===== config.mk =====
export PLATFORM = sky130hd
export DESIGN_NAME = ukt_ctrl
export DESIGN_NICKNAME = d
export VERILOG_FILES = /design/src/hw/rtl/ukt_pkg.sv /design/src/hw/rtl/ukt_ctrl.sv
export SDC_FILE = /design/constraint.sdc
export NUM_CORES = 1
export LEC_CHECK = 0
export BUFFER_PORTS_ARGS = -buffer_cell sky130_fd_sc_hd__clkbuf_2
export CORE_AREA = 2 2 39 41
export DETAILED_ROUTE_END_ITERATION = 12
export DIE_AREA = 0 0 41 43
export PLACE_DENSITY = 0.52
export SLEW_MARGIN = 40
export SYNTH_ARGS = -nofsm -noshare
export SYNTH_HDL_FRONTEND = slang
export SYNTH_SLANG_ARGS = --single-unit

===== constraint.sdc =====
create_clock -name clk -period 3.6 [get_ports clk]
set_input_delay 0.18 -clock clk [delete_from_list [all_inputs] [get_ports clk]]
set_output_delay 0.18 -clock clk [all_outputs]
set_load 0.1 [all_outputs]

===== src/hw/rtl/ukt_pkg.sv =====
// ----------------------------------------------------------------------------
// ukt_pkg
// Shared types and codes of the unsorted key table: operation and status
// codes, the stored entry and the controller/datapath command and status.
// ----------------------------------------------------------------------------
package ukt_pkg;

  localparam int KEY_W = 32;

  typedef logic [1:0] op_t;
  typedef logic [1:0] status_t;

  localparam op_t OP_INSERT = 2'd0;
  localparam op_t OP_DELETE = 2'd1;
  localparam op_t OP_SEARCH = 2'd2;

  localparam status_t ST_OK   = 2'd0;
  localparam status_t ST_FULL = 2'd1;
  localparam status_t ST_MISS = 2'd2;

  typedef struct packed {
    logic signed [KEY_W-1:0] key;
    logic signed [KEY_W-1:0] id;
  } entry_t;

  typedef struct packed {
    logic    load;
    logic    scan_en;
    logic    rd_last;
    logic    ins_wr;
    logic    move_wr;
    logic    res_ld;
    logic    res_take;
    status_t res_status;
    logic    emit;
  } cmd_t;

  typedef struct packed {
    op_t  op;
    logic full;
    logic hit;
    logic miss;
    logic out_free;
  } sts_t;

endpackage


===== src/hw/rtl/ukt_ctrl.sv =====
// ----------------------------------------------------------------------------
// ukt_ctrl
// Sequencer: decode, key scan, last-entry move on delete, result hand-off.
// ----------------------------------------------------------------------------
module ukt_ctrl (
  input  logic          clk,
  input  logic          rst,
  input  logic          req_valid,
  output logic          req_ready,
  output ukt_pkg::cmd_t cmd,
  input  ukt_pkg::sts_t sts
);
  import ukt_pkg::*;

  localparam logic [2:0] S_IDLE    = 3'd0;
  localparam logic [2:0] S_DECODE  = 3'd1;
  localparam logic [2:0] S_SCAN    = 3'd2;
  localparam logic [2:0] S_MOVE_RD = 3'd3;
  localparam logic [2:0] S_MOVE_WR = 3'd4;
  localparam logic [2:0] S_RESULT  = 3'd5;

  logic [2:0] state;
  logic [2:0] state_next;

  assign req_ready = (state == S_IDLE);

  always_ff @(posedge clk) begin
    if (rst) begin
      state <= S_IDLE;
    end else begin
      state <= state_next;
    end
  end

  always_comb begin
    cmd        = '0;
    state_next = state;
    unique case (state)
      S_IDLE: begin
        if (req_valid) begin
          cmd.load   = 1'b1;
          state_next = S_DECODE;
        end
      end
      S_DECODE: begin
        case (sts.op) inside
          OP_INSERT: begin
            cmd.res_ld     = 1'b1;
            cmd.res_status = sts.full ? ST_FULL : ST_OK;
            cmd.ins_wr     = !sts.full;
            state_next     = S_RESULT;
          end
          OP_DELETE, OP_SEARCH: begin
            state_next = S_SCAN;
          end
          default: begin
            cmd.res_ld     = 1'b1;
            cmd.res_status = ST_OK;
            state_next     = S_RESULT;
          end
        endcase
      end
      S_SCAN: begin
        cmd.scan_en = 1'b1;
        if (sts.hit) begin
          if (sts.op == OP_DELETE) begin
            state_next = S_MOVE_RD;
          end else begin
            cmd.res_ld     = 1'b1;
            cmd.res_take   = 1'b1;
            cmd.res_status = ST_OK;
            state_next     = S_RESULT;
          end
        end else if (sts.miss) begin
          cmd.res_ld     = 1'b1;
          cmd.res_status = ST_MISS;
          state_next     = S_RESULT;
        end
      end
      S_MOVE_RD: begin
        cmd.rd_last = 1'b1;
        state_next  = S_MOVE_WR;
      end
      S_MOVE_WR: begin
        cmd.move_wr    = 1'b1;
        cmd.res_ld     = 1'b1;
        cmd.res_status = ST_OK;
        state_next     = S_RESULT;
      end
      S_RESULT: begin
        if (sts.out_free) begin
          cmd.emit   = 1'b1;
          state_next = S_IDLE;
        end
      end
      default: begin
        state_next = S_IDLE;
      end
    endcase
  end

endmodule


# == Word level (Yosys, flattened, before mapping) ==
# Cells that the tools add are included.
# op_classes
eq_ne,10
n_mux,30
n_reduce_logical,5
# op_table
operator,n
2-to-1 mux 3 bit,7
one-hot mux 3 bit (6 select lines),1
2-to-1 mux 1 bit,17
"equality test 3 x 2 -> 1 bit, second input constant",2
"equality test 3 bit, second input constant",2
2-to-1 mux 2 bit,2
2-to-1 mux 4 bit,1
"inequality test 2 bit, second input constant",2
one-hot mux 2 bit (2 select lines),1
"equality test 3 x 1 -> 1 bit, second input constant",1
logical NOT 3 bit,1
"inequality test 3 bit, second input constant",1
one-hot mux 1 bit (3 select lines),1
AND reduction 3 bit,1
"equality test 2 x 1 -> 1 bit, second input constant",1
"equality test 2 bit, second input constant",1
logical NOT 2 bit,1
OR reduction 2 bit,1
logical NOT 1 bit,1
# totals
regBits,3
input_bits,9
output_inout_bits,11
elab_cells,46

# == Logic depth before layout (Yosys ltp) ==
# depth
depth_word,5
depth_mapped,6

# == Worst setup path before layout ==
# Ideal clock, no wire load.
# synth_timing
path_type,reg-to-output
startpoint,register state[0]
endpoint,output cmd[1] in the netlist's numbering
arrival_ps,3691
t_required_ps,3420
slack_ps,-271
stages_incl_launch_ff,4
path_buffers,1
cell_sequence,dfxtp_1 buf_2 nand2_1 nor4b_1
# synth_rtl
item,line_no,source
from (decl),ukt_ctrl.sv:22,logic [2:0] state;
from (signal assigned),ukt_ctrl.sv:31,state <= state_next;
to (decl),ukt_ctrl.sv:10,"output ukt_pkg::cmd_t cmd,"

==> reports/qor.yml <==
outcome:
  status: "completed"
timing:
  setup_violations: 0
  worst_pin_slew_ns: 0.542
  finalSetupTns_ns: 0
  drv_slew: 0
  final-hold-violation-count: 0
  max-slew-margin-rel_pct: 64.0
  max_freq_mhz: 470
  rsz0062_at_grt: "no"
  period_share_pct: 59.1
  fin_worst_skew_ns: 0.00436
  period_needed_ns: 2.13
cells_and_area:
  drive_above_1_share_pct: 36.9
  antenna_cells: 0
  seqCellArea_um2: 60.1
  multi_input_area_um2: 253
  top_register: "state"
  reg.largest.list: "state x3"
  layout.nets: 77
  synthToLayoutAreaGrowth_pct: 42.0
  nFillCells: 158
  largest_register_ffs: 3
clocking:
  cts_sinks: 3
  tritoncts: "built"
  postCtsHoldBufs: 0
  clkLatencyLatePin_ns: 0.23
  cts_buffers: 3
  cts_setup_buffers: 0
  cts.path.max_buffers: 2
  cts-root-buf: "clkbuf_4"
  cts.clk_slew.worst_paths_ns: 0.04
  cts_resized: 0
  h-tree-depth: 1
placement:
  port_buffers: 19
  gp_congestion: 0.827
setup_path:
  worst_path_most_repeated_cell: "o21ai_0"
  cp_slowest_cell: "dfxtp_1"
  crit_chain: "nor2b_1 -> and2_1 -> o21ai_0 -> o21ai_0 -> clkbuf_2"
  worstPathMaxFanout: 13
  cp_slowest_stage_delay_ns: 0.55
  critical_path.startpoint_type: "flop"
  arrival_ns: 1.95
  cp.required_ns: 3.42
  path_class: "reg -> out"
  critPathCaptureType: "output port"
drt:
  wirelength_um: 822
  final_antenna_net_count: 0
  drc: 0
  vias: 384
  via_per_inst: 4.74
  wire_per_inst_um: 10.1
  first_pass_iters: 3
  drt_iter0_drc: 11
synth:
  async_reset_ff_share_pct: 0
  synth_top_cell_by_area: "dfxtp_1"
  synthFlopType: "dfxtp_1"
  avgSynthCellArea_um2: 7.28
  ys_warn_count: 0
  synthTopCellsByArea: "dfxtp_1 (18%), ha_1 (7.6%), a21oi_1 (6.1%)"
  synth_nets: 56
  syn-instance-count: 45
  synth_top_area_share_pct: 18.3
  yosysUniqueCellTypes: 23
  synth_area_um2: 328
  ys_seq_elements: 3
  synth-seq-area-share_pct: 18.3
  synth-edff-count: 0
global_route:
  track_usage_pct: 10.1
  grt_overflow_total: 0
  grt_max_degree: 14
  antenna_found_initial: 0
  grt_pass1_vias: 322
  grt_pass1_wl_um: 1280
die:
  die_area_um2: 1760
  die_w_um: 41
  ioPinCount: 20
  dieHeight_um: 43
  core-area_um2: 1380
  rows: 14
  initial_core_util_pct: 23.7
flow_run:
  cap_violations: 0
power:
  power_density_nw_per_um2: 556
  p_leak_nw: 0.238
  total_power_mw: 0.259
  vdd_drop_max_mv: 0.304
min_path:
  hold_path_class: "in -> reg"
-- cells in the final DEF, fill, tap and decap left out, drive strengths merged, types with 2 or more instances in the layout --
cell type	count
nor4b	2
ha	2
a21oi	4
and2	3
clkbuf	23
dfxtp	3
nor3b	2
and3	3
inv	3
nor2b	2
o21ai	3
nand3b	2
nor2	3
-- routing by layer --
layer / part of all wire [%] / up-vias / wire (um) / GRT usage [%]
li1: - / 207 / - / -
met1: 53 / 165 / 437 / 14.1
met2: 41 / 12 / 338 / 15.0
met3: 5.6 / 0 / 46 / 4.71
met4: 0 / 0 / 0 / 0
met5: 0 / - / 0 / 0
-- worst max-delay path: cells and delay by family (launching register included) --
kind	cells	cell delay, ns
flops	1	0.55
simple gates	2	0.51
buf+inv	1	0.48
compound gates	2	0.17
-- where the power goes --
part	total (mW)	switching [mW]	internal, mW
combinational	0.149	0.117	0.0320
clock	0.0577	0.0162	0.0414
sequential	0.0525	0.0143	0.0381
total	0.259	0.147	0.112
-- synthesized netlist by cell type, types with 2 or more instances --
cell type  instances
nand3b_1           2
ha_1               2
inv_1              3
a21oi_1            4
nor2b_1            2
dfxtp_1            3
o21ai_0            3
nor4b_1            2
buf_2              3
nor2_1             3
nor3b_1            2
and3_1             3
and2_1             3
-- per-stage QoR --
stage	instance area [um^2]	worst slack (ns)	instances	utilization [%]	hold WS (ns)
global route	465	1.31	81	33.6	0.146
floorplan	339	0.00698	45	-	0.252
detailed placement	439	1.69	77	31.7	0.375
CTS	465	1.45	81	33.6	0.137
global placement	439	1.78	77	31.7	0.379
finish	465	1.47	81	33.6	0.140
-- path summary, 6_finish.rpt --
check | end | slack (ns) | from | depth (start not counted)
setup reg to reg | state[0] | 2.05 | state[1] | 4
setup / recovery | cmd[4] | 1.47 | state[1] | 5
hold reg to reg | state[0] | 0.71 | state[0] | 3
hold / removal | state[2] | 0.14 | rst | 2
-- cells by family (layout without fill, tap and decap cells) --
family | Yosys count | count (layout) | share of synthesized area [%]
buf+inv | 6 | 26 | 8.01
compound gates | 10 | 10 | 17.6
simple gates | 24 | 24 | 48.5
flops | 3 | 3 | 18.3
fa+ha+maj | 2 | 2 | 7.63
-- area by class of cell --
type,count,share of cell area (%)
inverters,3,2.42
well taps,16,4.30
flip-flops and latches,3,12.9
multi-input cells,36,54.3
repair buffers,19,20.4
clock buffers,4,5.65
Note: power is estimated with default switching activity, not from simulation.
